[src/rtl/scaled_text_character_generator_top_assert.svh]
// Assertion macros shared by the text generator modules.
`ifndef SCALED_TEXT_CHARACTER_GENERATOR_TOP_ASSERT_SVH
`define SCALED_TEXT_CHARACTER_GENERATOR_TOP_ASSERT_SVH

// Same-cycle implication, sampled on clk, off while rst is high.
`define STCG_ASSERT_IMP(label, ante, cons, msg) \
  label: assert property (@(posedge clk) disable iff (rst) (ante) |-> (cons)) \
    else $error(msg);

// Next-cycle implication, sampled on clk, off while rst is high.
`define STCG_ASSERT_NXT(label, ante, cons, msg) \
  label: assert property (@(posedge clk) disable iff (rst) (ante) |=> (cons)) \
    else $error(msg);

`endif

[src/rtl/stcg_pkg.sv]
// Shared types and constants for the scaled text character generator.
`timescale 1ns / 1ps
package stcg_pkg;

  localparam int FONT_GLYPHS_DEF = 256;
  localparam int MAX_SCALE_DEF   = 8;

  localparam int MODE_W      = 2;
  localparam int CHAR_W      = 8;
  localparam int COORD_W     = 16;
  localparam int FONT_ADDR_W = 11;
  localparam int FONT_DATA_W = 8;
  localparam int MASK_W      = 48;
  localparam int SCALE_W     = 4;
  localparam int SCREEN_W    = 10;
  localparam int CFG_IDX_W   = 3;
  localparam int CFG_DATA_W  = 16;
  localparam int GLYPH_COLS  = 5;
  localparam int CELL_COLS   = 6;
  localparam int GLYPH_ROWS  = 8;
  localparam int S_TDATA_W   = 64;
  localparam int M_TDATA_W   = 160;

  localparam logic [CHAR_W-1:0] CODE_LF         = 8'd10;
  localparam logic [CHAR_W-1:0] CODE_CR         = 8'd13;
  localparam logic [CHAR_W-1:0] CODE_CP437_GAP  = 8'd176;

  typedef enum logic [MODE_W-1:0] {
    MODE_CHAR   = 2'd0,
    MODE_CURSOR = 2'd1,
    MODE_FONT   = 2'd2,
    MODE_NONE   = 2'd3
  } mode_t;

  typedef enum logic [CFG_IDX_W-1:0] {
    REG_TEXT_SCALE     = 3'd0,
    REG_FG_COLOR       = 3'd1,
    REG_BG_COLOR       = 3'd2,
    REG_BG_TRANSPARENT = 3'd3,
    REG_LINE_WRAP      = 3'd4,
    REG_CHARSET_CP437  = 3'd5,
    REG_SCREEN_WIDTH   = 3'd6,
    REG_SCREEN_HEIGHT  = 3'd7
  } cfg_reg_t;

  typedef enum logic [2:0] {
    S_IDLE,
    S_DECODE,
    S_FETCH,
    S_STATUS,
    S_ROWS
  } state_t;

  typedef struct packed {
    logic load;          // capture the accepted request
    logic apply_simple;  // cursor load, font write, newline, carriage return
    logic place;         // line wrap and glyph lookup setup
    logic fetch;         // step through the glyph columns
    logic emit_status;   // load a status result
    logic emit_row;      // load the next pixel row
  } cmd_t;

  typedef struct packed {
    logic is_draw;
    logic fetch_done;
    logic visible;
    logic row_last;
    logic out_free;
  } stat_t;

endpackage

[src/rtl/stcg_ctrl.sv]
// Sequencer for the text generator: accept, decode, font fetch, row emission.
`timescale 1ns / 1ps
`include "scaled_text_character_generator_top_assert.svh"
module stcg_ctrl
  import stcg_pkg::*;
(
  input  logic  clk,
  input  logic  rst,
  input  logic  s_tvalid,
  output logic  s_tready,
  input  stat_t stat,
  output cmd_t  cmd
);

  state_t state, state_next;

  always_ff @(posedge clk) begin
    if (rst) begin
      state <= S_IDLE;
    end else begin
      state <= state_next;
    end
  end

  always_comb begin
    state_next = state;
    cmd        = '0;
    s_tready   = 1'b0;
    unique case (state)
      S_IDLE: begin
        s_tready = 1'b1;
        if (s_tvalid) begin
          cmd.load   = 1'b1;
          state_next = S_DECODE;
        end
      end
      S_DECODE: begin
        if (stat.is_draw) begin
          cmd.place  = 1'b1;
          state_next = S_FETCH;
        end else begin
          cmd.apply_simple = 1'b1;
          state_next       = S_STATUS;
        end
      end
      S_FETCH: begin
        cmd.fetch = 1'b1;
        if (stat.fetch_done) begin
          state_next = stat.visible ? S_ROWS : S_STATUS;
        end
      end
      S_STATUS: begin
        if (stat.out_free) begin
          cmd.emit_status = 1'b1;
          state_next      = S_IDLE;
        end
      end
      S_ROWS: begin
        if (stat.out_free) begin
          cmd.emit_row = 1'b1;
          if (stat.row_last) begin
            state_next = S_IDLE;
          end
        end
      end
      default: begin
        state_next = S_IDLE;
      end
    endcase
  end

  `STCG_ASSERT_IMP(a_emit_only_when_free, (cmd.emit_row || cmd.emit_status), stat.out_free, "result loaded over a pending one")
  `STCG_ASSERT_IMP(a_one_command, 1'b1, ($onehot0({cmd.load, cmd.apply_simple, cmd.place, cmd.fetch, cmd.emit_status, cmd.emit_row})), "more than one datapath command")
  `STCG_ASSERT_NXT(a_fetch_exit, (state == S_FETCH && stat.fetch_done), (state == S_ROWS || state == S_STATUS), "font fetch did not hand over")
  `STCG_ASSERT_NXT(a_last_row_idle, (cmd.emit_row && stat.row_last), (state == S_IDLE), "rows continued past last")

endmodule

[config.mk]
export PLATFORM = sky130hd
export DESIGN_NAME = stcg_ctrl
export DESIGN_NICKNAME = d
export VERILOG_FILES = /design/src/rtl/stcg_pkg.sv /design/src/rtl/stcg_ctrl.sv
export VERILOG_INCLUDE_DIRS = /design/src /design/src/rtl
export SDC_FILE = /design/constraint.sdc
export NUM_CORES = 1
export LEC_CHECK = 0
export ABC_AREA = 1
export BUFFER_PORTS_ARGS = -buffer_cell sky130_fd_sc_hd__buf_4
export CORE_AREA = 10 10 47 49
export DETAILED_ROUTE_END_ITERATION = 8
export DIE_AREA = 0 0 57 59
export PLACE_DENSITY_LB_ADDON = 0.2
export SLEW_MARGIN = 20
export SYNTH_ARGS = -nofsm -noshare
export SYNTH_HDL_FRONTEND = slang
export SYNTH_SLANG_ARGS = --single-unit
[constraint.sdc]
create_clock -name clk -period 1.25 [get_ports clk]
set_clock_uncertainty 0.2 [all_clocks]
set_input_delay 0.1875 -clock clk [delete_from_list [all_inputs] [get_ports clk]]
set_output_delay 0.1875 -clock clk [all_outputs]
set_load 0.05 [all_outputs]
==> flow_metrics.tcl, run 1 <==
set metrics [dict create \
    leakage_nw 0.313 \
    finalWeightedCongestion 0.766 \
    status "finished, violations left" \
    ys_warn_count 0 \
    die_w_microns 57 \
    busiest_layer "met2" \
    die_h_microns 59 \
    vdd_ir_drop_max_mv 1.03 \
    use_met1 0.0583 \
    dp_hpwl_microns 777 \
    gr-usage-all-layers 0.0657 \
    coreArea_sq_um 1400 \
    fin_crit_sh 1.24 \
    slew_violations 0 \
    initial_core_util 0.198 \
    clock_sinks 3 \
    antenna_found_initial 0 \
    wl_per_cell_microns 10.9 \
    arrival_ns 1.16 \
    instances_no_fill 94 \
    cts_buffer_depth 2 \
    synth_top_area_share 0.216 \
    drive_gt1_frac 0.705 \
    dr.pass1.iters 2 \
    worst_slew_pin_slew_ns 0.239 \
    largest_register_ffs 3 \
    grt_start_max_net_pins 7 \
    cpMostUsedCell "buf_6" \
    final_antenna_net_count 0 \
    crit_slowest_cell "dfxtp_4" \
    port_buffers 14 \
    worst_setup_path_start_kind "flop" \
    postSynthCellCount 49 \
    cp_num_buf_inv 2 \
    setup_tns_ns -2.26 \
    dieArea_sq_um 3360 \
    num_rows 14 \
    synthMostInstantiatedCell "nand2_1" \
    area_delta_synth_final_pct 145 \
    worstSkewPairLatency_ns 0.23 \
    numCtsBuffers 3 \
    async_reset_ff_frac 0 \
    stdcell_area_sq_um 682 \
    rsz0062_at_grt "true" \
    max_cap_violations 0 \
    critPathCaptureType "output pin" \
    top_register "state" \
    syn_area_sq_um 278 \
    nets 87 \
    finalHoldViolCount 0 \
    synth-seq-cells 3 \
    final.min_clock_period_ns 1.55 \
    grt.overflow.total 0 \
    power_density_nw_per_um2 2660 \
    syn-num-nets 57 \
    synth_cell_types 16 \
    synth_edf_count 0 \
    syn_avg_cell_area_sq_um 5.67 \
    clk_pin_slew_ns 0.04 \
    post-place-cells 86 \
    setup_viol 10 \
    ys.flop_type "dfxtp_1" \
    synth_top_area_cell "dfxtp_1" \
    ys_top_cells_by_area "dfxtp_1 (22%), nand2_1 (14%), nand3_1 (11%)" \
    seq_area_frac_synth 0.216 \
    ctsRootBufferMaster "clkbuf_4" \
    vias 404 \
    viasPerCell 4.30 \
    use_met3 0.0279 \
    tritoncts "built" \
    initialDrtViolationCount 2 \
    slew-limit-headroom 0.839 \
    placed_area_sq_um 523 \
    grt_pass1_wl_microns 1770 \
    worst_ep_required_time_ns 0.86 \
    grt_pass1_vias 433 \
    hold_class "input port to flop" \
    worst_slack_ns -0.300 \
    violations "negative setup slack" \
    cp_max_fo 5 \
    diodes 0 \
    critPathMaxStageDelay_ns 0.36 \
    synth_common_cells "nand2_1 (10), inv_1 (8), nor2_1 (8)" \
    remaining_drc_errors 0 \
    critPathTopFamily "flip-flops" \
    critical_path_class "flop to output pin" \
    io_pins 15 \
    reg.largest.list "state (3)" \
    fmax_mhz 645 \
    routed_wl_microns 1030 \
    use_met2 0.116 \
    crit_chain "buf_6 > nor4_4 > buf_6" \
    htreeDepth 1 \
]
## stage by stage
step	total power [mW]	util	setup WS, ns	hold slack [ns]
floorplan	0.986	-	-0.314	0.0469
global placement	1.31	0.373	-0.179	0.159
detailed placement	1.31	0.373	-0.177	0.164
CTS	1.65	0.450	-0.298	0.104
global route	1.94	0.487	-0.355	0.137
finish	1.81	0.487	-0.300	0.107
## tightest hold or removal path, stage by stage
cell	delay (ns)
buf_4	0.08
nand2_1	0.04
nand3_1	0.07
nand2_1	0.04
nor2_1	0.07
## path summary, 6_finish.rpt
| kind | from | slack [ns] | cells after the start | to |
|---|---|---|---|---|
| worst max-delay path | state[1]$_SDFFE_PP0P_ | -0.30 | 3 | cmd[0] |
| worst min-delay path | stat[2] | 0.11 | 5 | state[2]$_SDFFE_PP0P_ |
| worst max register to register | state[0]$_SDFFE_PP0P_ | -0.19 | 7 | state[0]$_SDFFE_PP0P_ |
| worst min register to register | state[1]$_SDFFE_PP0P_ | 0.36 | 2 | state[1]$_SDFFE_PP0P_ |
## per-layer routing
metal	routed length [microns]	part of all wire
met1	383	0.37
met2	581	0.57
met3	62	0.060
met4	0	0
met5	0	0
## report_power, final
| part | total, mW | internal (mW) | switching [mW] |
|---|---|---|---|
| sequential | 0.237 | 0.160 | 0.0766 |
| combinational | 1.40 | 0.612 | 0.791 |
| clock | 0.171 | 0.120 | 0.0512 |
| total | 1.81 | 0.892 | 0.919 |
## cells in the final DEF (no fill, tap or decap)
master,netlist,routed
a21oi_1,3,1
a21oi_2,0,2
buf_4,0,12
buf_6,1,11
buf_8,0,2
clkbuf_1,0,1
clkbuf_4,0,3
clkinv_1,1,1
clkinvlp_4,0,1
dfxtp_4,0,3
dlygate4sd3_1,0,1
inv_1,8,5
inv_2,1,2
inv_4,0,1
nand2_1,10,4
nand2_2,1,6
nand2_4,0,1
nand3_1,6,4
nand3_2,0,2
nand3b_1,1,1
nor2_1,8,3
nor2_2,0,2
nor2_4,1,4
nor3_4,0,2
nor4_4,0,1
o21ai_0,2,2
## timing repair
item,in CTS,in global routing
hold buffers,1,0
gates resized for setup,17,13
endpoints found under the setup margin,10,10
endpoints found under the hold margin,2,0
setup buffers,2,1
pin swaps,3,2
## logic make-up (layout without fill, tap and decap cells)
| family | Yosys count | after routing | share of synthesized area |
|---|---|---|---|
| and+or+nand+nor | 30 | 30 | 0.518 |
| AOI/OAI and AO/OA | 5 | 5 | 0.0901 |
| buffers and inverters | 11 | 40 | 0.176 |
| DFF | 3 | 3 | 0.216 |
## cell type report
type | instances | area [sq um]
timing repair buffer | 26 | 254
fill | 143 | 719
sequential | 3 | 71.3
clock buffer | 4 | 26.3
inverter | 10 | 43.8
tap | 16 | 20.0
multi-input combinational | 35 | 267
(Power assumes the default switching activity.)
==> run 2, diff against run 1 <==
==> constraint.sdc (replaced) <==
create_clock -name clk -period 1.25 [get_ports clk]
set_clock_uncertainty 0.2 [all_clocks]
set_input_delay 0.1875 -clock clk [delete_from_list [all_inputs] [get_ports clk]]
set_output_delay 0.1875 -clock clk [all_outputs]
set_load 0.02 [all_outputs]
==> run 2 against run 1 <==
Effect of this change:
- the run still ends with negative setup slack left
- critical path type unchanged
- total power decreased by 15%
- design area fell by 6.4%
- register-to-register slack about the same
- sequential share of layout area is 0.33 points higher
- clock power increased by 2%
- non-clock buffer count fell by 1
==> flow_metrics.tcl, run 2 (synthesis results as in run 1) <==
set metrics [dict create \
    r2r-start "state[1]$_SDFFE_PP0P_" \
    routed_wl_microns 1130 \
    arrival_ns 1.18 \
    final_antenna_net_count 0 \
    diodes 0 \
    worst_ep_required_time_ns 0.86 \
    rsz0062_at_grt "true" \
    leakage_nw 0.304 \
    worstSkewPairLatency_ns 0.24 \
    finalHoldViolCount 0 \
    dr.pass1.iters 4 \
    gr-usage-all-layers 0.0665 \
    wl_per_cell_microns 12.1 \
    slew-limit-headroom 0.852 \
    initialDrtViolationCount 4 \
    final_util 0.455 \
    fin_crit_sh 1.26 \
    io_pins 15 \
    fmax_mhz 636 \
    reg.largest.list "state (3)" \
    layout_common_cells "buf_4 (13), buf_6 (10), nand2_2 (6)" \
    clk_pin_slew_ns 0.04 \
    stdcell_area_sq_um 638 \
    grt.overflow.total 0 \
    drive_gt1_frac 0.675 \
    dp_hpwl_microns 733 \
    cts_buffer_depth 2 \
    whs_endpoint "state[2]$_SDFFE_PP0P_" \
    tritoncts "built" \
    placed_area_sq_um 477 \
    hold_class "input port to flop" \
    grt_start_max_net_pins 7 \
    vias 393 \
    antenna_found_initial 0 \
    cp_max_fo 4 \
    setup_viol 10 \
    num_rows 14 \
    holdPathStages 5 \
    fillers 162 \
    slew_violations 0 \
    worst_slack_ns -0.322 \
    power_density_nw_per_um2 2410 \
    ctsRootBufferMaster "clkbuf_4" \
    largest_register_ffs 3 \
    top_register "state" \
    viasPerCell 4.23 \
    htreeDepth 1 \
    numCtsBuffers 3 \
    final_common_cell "buf_4" \
    critical_path_class "flop to output pin" \
    r2r_slack_ns -0.19 \
    die_w_microns 57 \
    max_cap_violations 0 \
    r2r-end "state[2]$_SDFFE_PP0P_" \
    clock_sinks 3 \
    nets 86 \
    initial_core_util 0.198 \
    critPathCaptureType "output pin" \
    area_delta_synth_final_pct 130 \
    min_from "stat[2]" \
    violations "negative setup slack" \
    final.min_clock_period_ns 1.57 \
    finalWeightedCongestion 0.724 \
    worst_setup_path_start_kind "flop" \
    remaining_drc_errors 0 \
    worst_slew_pin_slew_ns 0.221 \
    port_buffers 14 \
    grt_pass1_vias 402 \
    grt_pass1_wl_microns 1780 \
    coreArea_sq_um 1400 \
    die_h_microns 59 \
    status "finished, violations left" \
    seq_area_sq_um 68.8 \
    multi_input_area_sq_um 245 \
    dieArea_sq_um 3360 \
    r2r_cells 6 \
    vdd_ir_drop_max_mv 0.892 \
]
## run 2: stage by stage
step           setup TNS, ns  instances  worst slack (ns)  total power, mW  hold WS [ns]
3_3_place_gp          -0.595         84            -0.109             1.01         0.164
4_1_cts                -2.00         91            -0.279             1.32         0.103
3_5_place_dp          -0.526         84            -0.101             1.01         0.165
2_1_floorplan         -0.248         49           -0.0935            0.705        0.0492
6_report               -2.29         93            -0.322             1.54         0.124
5_1_grt                -2.90         93            -0.363             1.65         0.152
## run 2: worst max path at each step
stage / start / endpoint / slack, ns
global placement: state[2]$_SDFFE_PP0P_ / state[1]$_SDFFE_PP0P_ / -0.11
finish: state[0]$_SDFFE_PP0P_ / cmd[0] / -0.32
global route: state[0]$_SDFFE_PP0P_ / cmd[0] / -0.36
detailed placement: state[2]$_SDFFE_PP0P_ / state[2]$_SDFFE_PP0P_ / -0.10
CTS: state[1]$_SDFFE_PP0P_ / cmd[0] / -0.28
floorplan: state[2]$_SDFFE_PP0P_ / cmd[0] / -0.09
## run 2: timing repair
action,4_1_cts,5_1_grt
hold endpoints to repair,3,0
hold buffers,1,0
resized for setup,13,15
endpoints found under the setup margin,10,10
setup buffers,2,2
pin swaps,4,7
## run 2: critical path: stages (launching register included)
cell and delay, ns:
dfxtp_4 0.36, buf_6 0.12, nor4_4 0.28, buf_4 0.19
## run 2: final cells by class
cell class / count / area share
tap: 16 / 0.0314
timing repair buffer: 25 / 0.376
sequential: 3 / 0.108
clock buffer: 4 / 0.0412
multi-input combinational: 35 / 0.384
inverter: 10 / 0.0588
## run 2: layer usage
| layer | share of wire | up-vias | GRT usage |
|---|---|---|---|
| met5 | 0 | - | 0 |
| met4 | 0.021 | 0 | 0.0604 |
| met3 | 0.063 | 2 | 0.0279 |
| met2 | 0.60 | 7 | 0.118 |
| met1 | 0.32 | 176 | 0.0557 |
| li1 | - | 208 | - |
## run 2: where the power goes
part	total, mW	internal, mW	leakage (nW)	switching, mW
logic	1.13	0.559	0.263	0.571
clock network	0.175	0.120	0.0150	0.0549
registers	0.233	0.154	0.0264	0.0797
total	1.54	0.832	0.304	0.705
==> run 3, diff against run 2 <==
--- a/config.mk
+++ b/config.mk
@@ -11,7 +11,8 @@
 export CORE_AREA = 10 10 47 49
 export DETAILED_ROUTE_END_ITERATION = 8
 export DIE_AREA = 0 0 57 59
-export PLACE_DENSITY_LB_ADDON = 0.2
+export PLACE_DENSITY = 0.54
+export SETUP_SLACK_MARGIN = 0.3
 export SLEW_MARGIN = 20
 export SYNTH_ARGS = -nofsm -noshare
 export SYNTH_HDL_FRONTEND = slang
==> run 3 against run 2 <==
Effect of this change:
- the flow finishes with violations (negative hold slack, negative setup slack)
- sequential cell count is the same
- clock power about the same
- via count up 7.4%
- total power up 6.7%
- die area unchanged
- non-clock buffer count up 3
- critical path depth up 2
==> flow_metrics.tcl, run 3 (synthesis results as in run 1) <==
set metrics [dict create \
    finalWeightedCongestion 0.798 \
    fillers 143 \
    finalHoldViolCount 2 \
    grt.overflow.total 0 \
    die_h_microns 59 \
    port_buffers 14 \
    dieArea_sq_um 3360 \
    holdWs_ns -0.0850 \
    initialDrtViolationCount 0 \
    num_rows 14 \
    final_common_cell "buf_4" \
    routed_wl_microns 1100 \
    remaining_drc_errors 0 \
    coreArea_sq_um 1400 \
    worstSkewPairLatency_ns 0.24 \
    drive_gt1_frac 0.750 \
    critPathCaptureType "output pin" \
    vias 422 \
    p_seq_frac 0.158 \
    antenna_found_initial 0 \
    cts_buffer_depth 2 \
    clock_sinks 3 \
    layout_common_cells "buf_4 (21), buf_6 (7), inv_1 (6), nand2_2 (6), nand3_2 (5)" \
    multi_input_area_sq_um 287 \
    arrival_ns 1.12 \
    ctsRootBufferMaster "clkbuf_4" \
    grt_pass1_wl_microns 1850 \
    clockPowerShare 0.106 \
    seq_area_sq_um 71.3 \
    clk_pin_slew_ns 0.04 \
    dr.pass1.iters 1 \
    power_mw 1.64 \
    htreeDepth 1 \
    die_w_microns 57 \
    power.internal_uw 876 \
    fmax_mhz 664 \
    worst_slew_pin_slew_ns 0.248 \
    slew-limit-headroom 0.834 \
    worst_setup_path_start_kind "flop" \
    max_cap_violations 0 \
    power_switching_share 0.466 \
    reg.largest.list "state (3)" \
    power_density_nw_per_um2 2410 \
    vdd_ir_drop_max_mv 0.840 \
    critical_path_class "flop to output pin" \
    crit_chain "buf_6 > nor2_4 > nand2_2 > nor2_1 > buf_4" \
    wl_per_cell_microns 11.4 \
    slew_violations 0 \
    worst_ep_required_time_ns 0.86 \
    grt_pass1_vias 443 \
    setup_viol 10 \
    grt_start_max_net_pins 7 \
    crit_slowest_cell "dfxtp_4" \
    critPathMaxStageDelay_ns 0.35 \
    diodes 0 \
    initial_core_util 0.198 \
    viasPerCell 4.40 \
    violations "negative hold slack, negative setup slack" \
    rsz0062_at_grt "true" \
    status "finished, violations left" \
    tritoncts "built" \
    largest_register_ffs 3 \
    numCtsBuffers 3 \
    p_comb_frac 0.736 \
    final.min_clock_period_ns 1.51 \
    leakage_nw 0.342 \
    p_switching_uw 764 \
    area_delta_synth_final_pct 145 \
    final_antenna_net_count 0 \
    io_pins 15 \
    gr-usage-all-layers 0.0704 \
    top_register "state" \
    fin_crit_sh 1.21 \
    dp_hpwl_microns 694 \
    nets 89 \
    cp_max_fo 5 \
    setup_tns_ns -1.96 \
    worst_slack_ns -0.257 \
    hold_class "input port to flop" \
]
## run 3: layer usage
layer | global-route usage | routed length [microns]
met5 | 0 | 0
met1 | 0.0628 | 399
met2 | 0.119 | 608
met3 | 0.0279 | 53
met4 | 0.0671 | 36
## run 3: through the flow
stage               worst slack [ns]  cells  hold slack, ns  area (sq um)  utilization
detailed placement            -0.136     84           0.155           487        0.347
floorplan                    -0.0753     49          0.0469           328            -
global route                  -0.291     96         -0.0752           681        0.486
global placement              -0.145     84           0.156           487        0.347
CTS                           -0.263     94         -0.0872           603        0.430
finish                        -0.257     96         -0.0850           681        0.486
## run 3: area by class of cell
class,count,area share
inverters,10,0.0588
flip-flops and latches,3,0.105
well taps,16,0.0294
clock buffers,4,0.0386
repair buffers,28,0.347
multi-input cells,35,0.421
## run 3: power groups by stage
| stage | combinational, mW | clock (mW) | sequential (mW) |
|---|---|---|---|
| after floorplan | 0.556 | 0 | 0.204 |
| after global placement | 0.792 | 0 | 0.223 |
| after detailed placement | 0.797 | 0 | 0.220 |
| after CTS | 1.02 | 0.172 | 0.245 |
| after global routing | 1.31 | 0.182 | 0.269 |
| final | 1.21 | 0.173 | 0.260 |
## run 3: repair_timing
| item | CTS | global route |
|---|---|---|
| endpoints found under the setup margin | 10 | 10 |
| buffers inserted | 6 | 2 |
| pin swaps | 10 | 11 |
| hold endpoints to repair | 3 | 2 |
| resized for setup | 14 | 16 |
## run 3: worst max-delay path: cells and delay by family, from the launching register on
kind,cells,cell delay (ns)
DFF,1,0.35
buffers and inverters,2,0.28
and+or+nand+nor,3,0.26
## run 3: path summary, 6_finish.rpt
kind	startpoint	endpoint	slack, ns	depth (start not counted)
max	state[2]$_SDFFE_PP0P_	cmd[4]	-0.26	5
min	rst	state[1]$_SDFFE_PP0P_	-0.08	2
max reg2reg	state[2]$_SDFFE_PP0P_	state[1]$_SDFFE_PP0P_	-0.20	8
min reg2reg	state[1]$_SDFFE_PP0P_	state[1]$_SDFFE_PP0P_	0.39	2
